### src/fdd_pkg.sv
// Shared constants and rule-table functions for the fuzzy differential drive controller.
// It depends on nothing else.
package fdd_pkg;

    localparam int MU_W   = 9;   // membership and rule strength width, 0..256
    localparam int DEN_W  = 12;  // strength sum width, at most nine times 256
    localparam int SUM_W  = 20;  // signed sum of strength times centre
    localparam int M_W    = 14;  // scaled membership numerator width
    localparam int RECIP_SHIFT = 16;
    localparam int RECIP_50 = 1310;  // floor(2^16 / 50)
    localparam int RECIP_45 = 1456;  // floor(2^16 / 45)
    localparam int N_RULES = 9;

    typedef logic [MU_W-1:0] mu_t;
    typedef logic [2:0][MU_W-1:0] mu_set_t;
    typedef logic signed [SUM_W-1:0] sum_t;

    // Rule centres in whole percent, index is distance row times three plus angle column.
    function automatic logic signed [7:0] left_centre(input logic [3:0] idx);
        logic signed [7:0] c;
        case (idx)
            4'd0:    c = -8'sd50;
            4'd1:    c = 8'sd0;
            4'd2:    c = 8'sd50;
            4'd3:    c = 8'sd0;
            4'd4:    c = 8'sd50;
            4'd5:    c = 8'sd50;
            4'd6:    c = 8'sd50;
            4'd7:    c = 8'sd100;
            4'd8:    c = 8'sd100;
            default: c = 8'sd0;
        endcase
        return c;
    endfunction

    function automatic logic signed [7:0] right_centre(input logic [3:0] idx);
        logic signed [7:0] c;
        case (idx)
            4'd0:    c = 8'sd50;
            4'd1:    c = 8'sd0;
            4'd2:    c = -8'sd50;
            4'd3:    c = 8'sd50;
            4'd4:    c = 8'sd50;
            4'd5:    c = 8'sd0;
            4'd6:    c = 8'sd100;
            4'd7:    c = 8'sd100;
            4'd8:    c = 8'sd50;
            default: c = 8'sd0;
        endcase
        return c;
    endfunction

endpackage

### src/fdd_member.sv
// Input clamping and triangular membership evaluation, three register stages.
// Depends on fdd_pkg.
module fdd_member #(
    parameter int FRAC_BITS = 8
) (
    input  logic                    clk,
    input  logic                    rst_n,
    input  logic                    en,
    input  logic                    valid,
    input  logic [14:0]             distance,
    input  logic signed [14:0]      angle,
    output logic                    mu_valid,
    output fdd_pkg::mu_set_t        md,
    output fdd_pkg::mu_set_t        ma
);
    import fdd_pkg::*;

    localparam int signed U45  = 45 <<< FRAC_BITS;
    localparam int signed U50  = 50 <<< FRAC_BITS;
    localparam int signed U100 = 100 <<< FRAC_BITS;

    // Scales a numerator in input units to a Q0.8 numerator over the whole-unit divisor.
    function automatic logic [M_W-1:0] scale(input logic signed [31:0] n);
        logic [39:0] w;
        w = {n, 8'b0} >> FRAC_BITS;
        return w[M_W-1:0];
    endfunction

    logic signed [31:0] dx, ax;
    logic [2:0][M_W-1:0] md_m, ma_m;

    logic [2:0]          v_reg;
    logic [2:0][M_W-1:0] dm_reg, am_reg, dm2_reg, am2_reg;
    logic [2:0][MU_W-1:0] dq_reg, aq_reg;
    mu_set_t             md_reg, ma_reg;
    mu_set_t             md_next, ma_next;
    logic [2:0][MU_W-1:0] dq_next, aq_next;

    always_comb
    begin
        dx = {17'b0, distance};
        if (dx == 32'sd0)
            dx = 32'sd1;
        if (dx >= U100)
            dx = U100 - 32'sd1;
        ax = 32'(angle);
        if (ax <= -U45)
            ax = -U45 + 32'sd1;
        if (ax >= U45)
            ax = U45 - 32'sd1;

        md_m[0] = (dx < U50) ? scale(U50 - dx) : '0;
        md_m[1] = (dx <= U50) ? scale(dx) : scale(U100 - dx);
        md_m[2] = (dx > U50) ? scale(dx - U50) : '0;
        ma_m[0] = (ax < 0) ? scale(-ax) : '0;
        ma_m[1] = (ax <= 0) ? scale(ax + U45) : scale(U45 - ax);
        ma_m[2] = (ax > 0) ? scale(ax) : '0;
    end

    // Quotient estimate by reciprocal, at most one short of the true value.
    always_comb
    begin
        logic [M_W+11:0] pd, pa;
        for (int k = 0; k < 3; k++)
        begin
            pd = M_W'(dm_reg[k]) * 12'(RECIP_50);
            pa = M_W'(am_reg[k]) * 12'(RECIP_45);
            dq_next[k] = pd[RECIP_SHIFT +: MU_W];
            aq_next[k] = pa[RECIP_SHIFT +: MU_W];
        end
    end

    always_comb
    begin
        logic [M_W-1:0] rd, ra;
        for (int k = 0; k < 3; k++)
        begin
            rd = dm2_reg[k] - M_W'(dq_reg[k]) * M_W'(50);
            ra = am2_reg[k] - M_W'(aq_reg[k]) * M_W'(45);
            md_next[k] = (rd >= M_W'(50)) ? dq_reg[k] + 1'b1 : dq_reg[k];
            ma_next[k] = (ra >= M_W'(45)) ? aq_reg[k] + 1'b1 : aq_reg[k];
        end
    end

    always_ff @(posedge clk or negedge rst_n)
    begin
        if (!rst_n)
            v_reg <= '0;
        else if (en)
            v_reg <= {v_reg[1:0], valid};
    end

    always_ff @(posedge clk)
    begin
        if (en)
        begin
            dm_reg  <= md_m;
            am_reg  <= ma_m;
            dm2_reg <= dm_reg;
            am2_reg <= am_reg;
            dq_reg  <= dq_next;
            aq_reg  <= aq_next;
            md_reg  <= md_next;
            ma_reg  <= ma_next;
        end
    end

    assign mu_valid = v_reg[2];
    assign md = md_reg;
    assign ma = ma_reg;

endmodule

### src/fdd_rules.sv
// Min inference over the nine rules and the weighted centre sums, two register stages.
// Depends on fdd_pkg.
module fdd_rules (
    input  logic                    clk,
    input  logic                    rst_n,
    input  logic                    en,
    input  logic                    mu_valid,
    input  fdd_pkg::mu_set_t        md,
    input  fdd_pkg::mu_set_t        ma,
    output logic                    sum_valid,
    output fdd_pkg::sum_t           sum_left,
    output fdd_pkg::sum_t           sum_right,
    output logic [fdd_pkg::DEN_W-1:0] den
);
    import fdd_pkg::*;

    logic [1:0]                 v_reg;
    logic [N_RULES-1:0][MU_W-1:0] w_reg, w_next;
    sum_t                       sl_reg, sr_reg, sl_next, sr_next;
    logic [DEN_W-1:0]           den_reg, den_next;

    always_comb
    begin
        for (int i = 0; i < 3; i++)
            for (int j = 0; j < 3; j++)
                w_next[i*3+j] = (md[i] < ma[j]) ? md[i] : ma[j];
    end

    always_comb
    begin
        sl_next  = '0;
        sr_next  = '0;
        den_next = '0;
        for (int k = 0; k < N_RULES; k++)
        begin
            sl_next  = sl_next + SUM_W'($signed({1'b0, w_reg[k]}))
                                 * SUM_W'(left_centre(4'(k)));
            sr_next  = sr_next + SUM_W'($signed({1'b0, w_reg[k]}))
                                 * SUM_W'(right_centre(4'(k)));
            den_next = den_next + DEN_W'(w_reg[k]);
        end
    end

    always_ff @(posedge clk or negedge rst_n)
    begin
        if (!rst_n)
            v_reg <= '0;
        else if (en)
            v_reg <= {v_reg[0], mu_valid};
    end

    always_ff @(posedge clk)
    begin
        if (en)
        begin
            w_reg   <= w_next;
            sl_reg  <= sl_next;
            sr_reg  <= sr_next;
            den_reg <= den_next;
        end
    end

    assign sum_valid = v_reg[1];
    assign sum_left  = sl_reg;
    assign sum_right = sr_reg;
    assign den       = den_reg;

endmodule

### src/fdd_divider.sv
// Pipelined restoring divider for both motor channels, one quotient bit per stage.
// Depends on fdd_pkg.
module fdd_divider #(
    parameter int FRAC_BITS = 8
) (
    input  logic                    clk,
    input  logic                    rst_n,
    input  logic                    en,
    input  logic                    sum_valid,
    input  fdd_pkg::sum_t           sum_left,
    input  fdd_pkg::sum_t           sum_right,
    input  logic [fdd_pkg::DEN_W-1:0] den,
    output logic                    q_valid,
    output logic [FRAC_BITS+6:0]    q_left,
    output logic [FRAC_BITS+6:0]    q_right,
    output logic                    neg_left,
    output logic                    neg_right,
    output logic                    den_zero
);
    import fdd_pkg::*;

    localparam int QW = FRAC_BITS + 7;   // quotient magnitude below 128 units
    localparam int RW = FRAC_BITS + 19;  // remainder and shifted divisor width

    logic [QW:0]                v_reg;
    logic [QW:0][1:0][RW-1:0]   rem_reg;
    logic [QW:0][1:0][QW-1:0]   quo_reg;
    logic [QW:0][DEN_W-1:0]     den_reg;
    logic [QW:0][1:0]           neg_reg;

    logic [QW-1:0][1:0][RW-1:0] rem_next;
    logic [QW-1:0][1:0][QW-1:0] quo_next;

    logic [1:0][RW-1:0] rem_in;
    sum_t               mag_l, mag_r;

    always_comb
    begin
        mag_l = sum_left[SUM_W-1] ? -sum_left : sum_left;
        mag_r = sum_right[SUM_W-1] ? -sum_right : sum_right;
        rem_in[0] = RW'(mag_l) << FRAC_BITS;
        rem_in[1] = RW'(mag_r) << FRAC_BITS;
    end

    // Stage s decides quotient bit QW-1-s against the divisor shifted to that bit.
    always_comb
    begin
        logic [RW-1:0] dsh;
        for (int s = 0; s < QW; s++)
        begin
            dsh = RW'(den_reg[s]) << (QW - 1 - s);
            for (int c = 0; c < 2; c++)
            begin
                rem_next[s][c] = rem_reg[s][c];
                quo_next[s][c] = quo_reg[s][c];
                if (rem_reg[s][c] >= dsh)
                begin
                    rem_next[s][c]             = rem_reg[s][c] - dsh;
                    quo_next[s][c][QW - 1 - s] = 1'b1;
                end
            end
        end
    end

    always_ff @(posedge clk or negedge rst_n)
    begin
        if (!rst_n)
            v_reg <= '0;
        else if (en)
            v_reg <= {v_reg[QW-1:0], sum_valid};
    end

    always_ff @(posedge clk)
    begin
        if (en)
        begin
            rem_reg[0] <= rem_in;
            quo_reg[0] <= '0;
            den_reg[0] <= den;
            neg_reg[0] <= {sum_right[SUM_W-1], sum_left[SUM_W-1]};
            for (int s = 0; s < QW; s++)
            begin
                rem_reg[s+1] <= rem_next[s];
                quo_reg[s+1] <= quo_next[s];
                den_reg[s+1] <= den_reg[s];
                neg_reg[s+1] <= neg_reg[s];
            end
        end
    end

    assign q_valid   = v_reg[QW];
    assign q_left    = quo_reg[QW][0];
    assign q_right   = quo_reg[QW][1];
    assign neg_left  = neg_reg[QW][0];
    assign neg_right = neg_reg[QW][1];
    assign den_zero  = (den_reg[QW] == '0);

endmodule

### src/fuzzy_differential_drive_controller_unit.sv
// Top level of the fuzzy differential drive controller: membership, rules, divider, output.
// Depends on fdd_pkg, fdd_member, fdd_rules and fdd_divider.
//
//  channel   signals                              direction  request
//  in        in_valid in_ready distance angle     into block one sensor sample
//  out       out_valid out_ready left_power       out of     one pair of motor powers
//            right_power
//
// A request passes FRAC_BITS + 14 register stages: three stages of membership
// evaluation, two of rule inference, one to enter the divider, one per quotient bit
// (FRAC_BITS + 7 of them) and the output register. The first of them loads at the
// accepting edge. A new request is accepted in every cycle while no result is refused;
// the divider is fully pipelined. Reset clears only the valid bits; data registers fill
// as requests flow. When a result waits and out_ready is low, every stage holds, so
// nothing is lost.
module fuzzy_differential_drive_controller_unit #(
    parameter int FRAC_BITS = 8
) (
    input  logic               clk,
    input  logic               rst_n,
    input  logic               in_valid,
    output logic               in_ready,
    input  logic [14:0]        distance,
    input  logic signed [14:0] angle,
    output logic               out_valid,
    input  logic               out_ready,
    output logic signed [15:0] left_power,
    output logic signed [15:0] right_power
);
    import fdd_pkg::*;

    localparam int QW = FRAC_BITS + 7;

    // One enable moves the whole pipeline; it holds only while a result is refused.
    logic en;

    logic               mu_valid;
    mu_set_t            md, ma;
    logic               sum_valid;
    sum_t               sum_left, sum_right;
    logic [DEN_W-1:0]   den;
    logic               q_valid, neg_left, neg_right, den_zero;
    logic [QW-1:0]      q_left, q_right;

    logic               out_valid_reg;
    logic signed [15:0] left_reg, right_reg, left_next, right_next;

    assign en       = !out_valid_reg || out_ready;
    assign in_ready = en;

    fdd_member #(.FRAC_BITS(FRAC_BITS)) u_member (
        .clk      (clk),
        .rst_n    (rst_n),
        .en       (en),
        .valid    (in_valid),
        .distance (distance),
        .angle    (angle),
        .mu_valid (mu_valid),
        .md       (md),
        .ma       (ma)
    );

    fdd_rules u_rules (
        .clk       (clk),
        .rst_n     (rst_n),
        .en        (en),
        .mu_valid  (mu_valid),
        .md        (md),
        .ma        (ma),
        .sum_valid (sum_valid),
        .sum_left  (sum_left),
        .sum_right (sum_right),
        .den       (den)
    );

    fdd_divider #(.FRAC_BITS(FRAC_BITS)) u_divider (
        .clk       (clk),
        .rst_n     (rst_n),
        .en        (en),
        .sum_valid (sum_valid),
        .sum_left  (sum_left),
        .sum_right (sum_right),
        .den       (den),
        .q_valid   (q_valid),
        .q_left    (q_left),
        .q_right   (q_right),
        .neg_left  (neg_left),
        .neg_right (neg_right),
        .den_zero  (den_zero)
    );

    // Saturates a quotient magnitude to 16 bits and restores its sign.
    function automatic logic signed [15:0] finish(input logic [QW-1:0] q, input logic neg);
        logic [31:0]  m;
        logic [15:0]  v;
        m = 32'(q);
        if (neg)
            v = (m > 32'd32768) ? 16'h8000 : 16'(-m);
        else
            v = (m > 32'd32767) ? 16'h7fff : 16'(m);
        return $signed(v);
    endfunction

    always_comb
    begin
        if (den_zero)
        begin
            left_next  = '0;
            right_next = '0;
        end
        else
        begin
            left_next  = finish(q_left, neg_left);
            right_next = finish(q_right, neg_right);
        end
    end

    always_ff @(posedge clk or negedge rst_n)
    begin
        if (!rst_n)
            out_valid_reg <= 1'b0;
        else if (en)
            out_valid_reg <= q_valid;
    end

    always_ff @(posedge clk)
    begin
        if (en)
        begin
            left_reg  <= left_next;
            right_reg <= right_next;
        end
    end

    assign out_valid   = out_valid_reg;
    assign left_power  = left_reg;
    assign right_power = right_reg;

    // The input side is open exactly when the output register can move.
    a_ready_follows_output: assert property (@(posedge clk) disable iff (!rst_n)
        in_ready == (!out_valid || out_ready))
        else $error("in_ready does not follow the output stall");

    // Clamping keeps the strength sum away from zero for every valid request.
    a_den_nonzero: assert property (@(posedge clk) disable iff (!rst_n)
        q_valid |-> !den_zero)
        else $error("zero strength sum reached the output stage");

    // A refused result is still presented in the next cycle.
    a_result_held: assert property (@(posedge clk) disable iff (!rst_n)
        (out_valid && !out_ready) |=> (out_valid && $stable(left_power)))
        else $error("refused result was dropped");

endmodule
### config.mk
export PLATFORM = sky130hd
export DESIGN_NAME = fuzzy_differential_drive_controller_unit
export DESIGN_NICKNAME = d
export VERILOG_FILES = /design/src/fdd_pkg.sv /design/src/fdd_member.sv /design/src/fdd_rules.sv /design/src/fdd_divider.sv /design/src/fuzzy_differential_drive_controller_unit.sv
export SDC_FILE = /design/constraint.sdc
export NUM_CORES = 2
export LEC_CHECK = 0
export BUFFER_PORTS_ARGS = -buffer_cell sky130_fd_sc_hd__buf_4
export CORE_ASPECT_RATIO = 1.1
export CORE_MARGIN = 3
export CORE_UTILIZATION = 60
export DETAILED_ROUTE_END_ITERATION = 12
export PLACE_DENSITY_LB_ADDON = 0.05
export RECOVER_POWER = 25
export SLEW_MARGIN = 20
export SYNTH_ARGS = -nofsm -noshare
export SYNTH_HDL_FRONTEND = slang
export SYNTH_SLANG_ARGS = --single-unit
### constraint.sdc
create_clock -name clk -period 62.2 [get_ports clk]
set_clock_uncertainty 0.15 [all_clocks]
set_input_delay 6.22 -clock clk [delete_from_list [all_inputs] [get_ports clk]]
set_output_delay 6.22 -clock clk [all_outputs]
set_load 0.05 [all_outputs]
==> out/qor.txt <==
worst-margin pin slew -> 1.72 ns
most frequent cell after synthesis -> edfxtp_1
global route overflow -> 0
GRT Overall Usage -> 0.261
synth cell count leaders -> edfxtp_1 (1512), ha_1 (1465), inv_1 (1386)
CTS max path bufs -> 3
CP required -> 55.83 ns
cts repair resizes -> 0
final antenna-violating net count -> 0
Crit Path Class -> in -> out
Core Util, Final -> 0.653
area delta synth->final -> 8.08%
ys flop type -> edfxtp_1
row count -> 165
Die ar. -> 191000 µm²
CP max stage cell -> nand2b_4
Post-Syn Nets -> 11900
Post-synth EDFFs -> 1512
most used cell, CP -> buf_4
final worst-path cycle share -> 0.221
Post-CTS Setup Bufs -> 0
final setup fails -> 0
RePlAce Congestion -> 0.957
CTS tree -> built
Num CTS Buffers -> 165
Final #Nets -> 12000
share of cells above drive strength 1 -> 0.0570
Reg2Reg Launch Point -> u_rules.w_reg[18]
Core Area -> 184000 µm²
FILL cells -> 14300
Post-Synthesis Cells -> 9836
cells along the critical path -> buf_4 > nand2b_4 > buf_4
RSZ-0062 raised after global routing -> no
DR WL/cell -> 19.6 µm
Yosys reg bits -> 1534
largest net degree at the start of global routing -> 183
Synth area leader -> edfxtp_1
Post-route DRC -> 0
Synth area leaders -> edfxtp_1 (41%), ha_1 (16%), fa_1 (10%), inv_1 (4.7%), xnor2_1 (4.0%)
Setup crit start -> out_ready
Placed Cells -> 12200
# port buffers -> 67
via count of the first global-routing pass -> 73000
cells on worst reg2reg path -> 27
peak fanout along the critical path -> 51
worst endpoint data arrival time -> 7.36 ns
final hold violation count -> 0
Initial Util -> 0.604
initial antenna violation count -> 3
IO Count -> 68
via/cell ratio -> 5.76
placed wire-length estimate -> 194 mm
initial drt markers -> 4922
Crit Reg-Reg Endpoint -> u_rules.sum_left[18]
die width -> 416 µm
register area share after synthesis -> 0.413
Bufs and invs on worst path -> 2
clock-pin slew on the worst setup and hold paths -> 0.06 ns
H-tree depth -> 4
Worst Hold Class -> reg -> reg
Final Max Slew Viols -> 33
die height -> 457 µm
Final Instance Count excl. Fillers -> 12500
failing checks -> max-capacitance violations, max-slew violations
Critical Path End -> in_ready
Max-Cap Viols -> 1
routed vias -> 72300
clock sink count -> 1534
slowest stage delay, CP -> 0.65 ns
Worst setup EP type -> output pin
Slew headroom -> -0.146
CP startpoint kind -> primary input
Critical Path Stages -> 3
fmax -> 0.0728 GHz
max reg flops -> 612
critical path's top delay family -> simple AND/OR/NAND/NOR gates
post-synth top area share -> 0.408
worst-skew pair later-pin latency -> 0.85 ns
Mean Syn Cell Area -> 11.3 µm²
routed wire length -> 246 mm
status -> finished with violations
setup slack, reg-to-reg -> 54.35 ns
setup TNS -> 0 ns
synth warn -> 0
Root Buffer -> clkbuf_16
distinct cell type count after synthesis -> 97
fraction of registers with async set/reset -> 0.0143
first-pass GRT wire length -> 392 mm
drt first pass iters -> 6
Mapped Area -> 111000 µm²
# hold bufs at CTS -> 0
minimum clock period -> 13.73 ns
through the flow:
| step | cell area [µm²] | setup slack (ns) | hold WS (ns) |
|---|---|---|---|
| after global routing | 120000 | 48.34 | 0.255 |
| final | 120000 | 48.47 | 0.251 |
| after CTS | 120000 | 48.37 | 0.253 |
| after global placement | 115000 | 48.38 | 0.250 |
| after floorplan | 111000 | 8.20 | 0.250 |
| after detailed placement | 115000 | 48.36 | 0.255 |
worst min path at each step:
stage,startpoint,end,slack [ns],cells after the start
floorplan,u_rules.den[0],u_divider.den_reg[0],0.25,0
global placement,u_divider.quo_next[438],u_divider.q_right[3],0.25,0
detailed placement,u_rules.den[9],u_divider.den_reg[9],0.25,0
CTS,u_divider.neg_reg[25],u_divider.neg_reg[27],0.25,0
global route,u_rules.den[9],u_divider.den_reg[9],0.26,0
finish,u_divider.quo_next[322],u_divider.quo_next[352],0.25,0
cell usage in the layout (no fill, tap or decap), types with 87 or more instances in the layout:
cell type  synthesis  final
nand2_1          464    464
edfxtp_1        1512   1512
o21a_1            98     98
ha_1            1465   1465
a21o_1           153    153
nor2b_1          115    115
nand3_1          131    131
nor3_1           185    184
nand2b_1         116    115
inv_1           1386   1386
clkbuf_16          0    165
xor2_1           287    287
o21ai_0          411    413
mux2_2           160    147
a21oi_1          533    533
xnor2_1          508    508
fa_1             561    561
nor2_1           627    627
buf_4              2     87
cells by family (layout without fill, tap and decap cells):
logic type	count (synthesis)	in the layout	share of synthesized area
adder cells (fa/ha/maj)	2026	2026	0.266
flip-flops	1534	1534	0.413
AO/OA/AOI/OAI	1718	1718	0.0974
buffers and inverters	1500	1784	0.0509
AND/OR/NAND/NOR	2072	2072	0.0909
other	0	2	0
multiplexers	191	191	0.0190
XOR/XNOR	795	795	0.0626
area by class of cell:
cell class	count	area (µm²)	area share
inverter	1387	5210	0.0433
timing repair buffer	98	758	0.00631
sequential	1534	46000	0.382
tap	2421	3030	0.0252
clock inverter	116	1360	0.0113
multi-input combinational	6802	59700	0.496
clock buffer	183	4200	0.0349
antenna	2	5.00	0.0000416
worst reg2reg max path: cells and delay by family (launching register included):
kind	cells	cell delay (ns)
AO/OA/AOI/OAI	10	1.81
XOR/XNOR	2	0.61
adder cells (fa/ha/maj)	9	3.68
buffers and inverters	4	0.45
flip-flops	1	0.66
AND/OR/NAND/NOR	2	0.21
layer usage:
| layer | vias up | track usage | routed length, µm |
|---|---|---|---|
| met3 | 410 | 0.0305 | 10900 |
| met1 | 35400 | 0.335 | 103000 |
| met4 | 2 | 0.0982 | 9870 |
| li1 | 35000 | - | - |
| met2 | 1534 | 0.455 | 123000 |
| met5 | - | 0 | 11 |
Power is not shown: default switching activity piles up to over one toggle a cycle in this logic, so the estimate is an artifact.
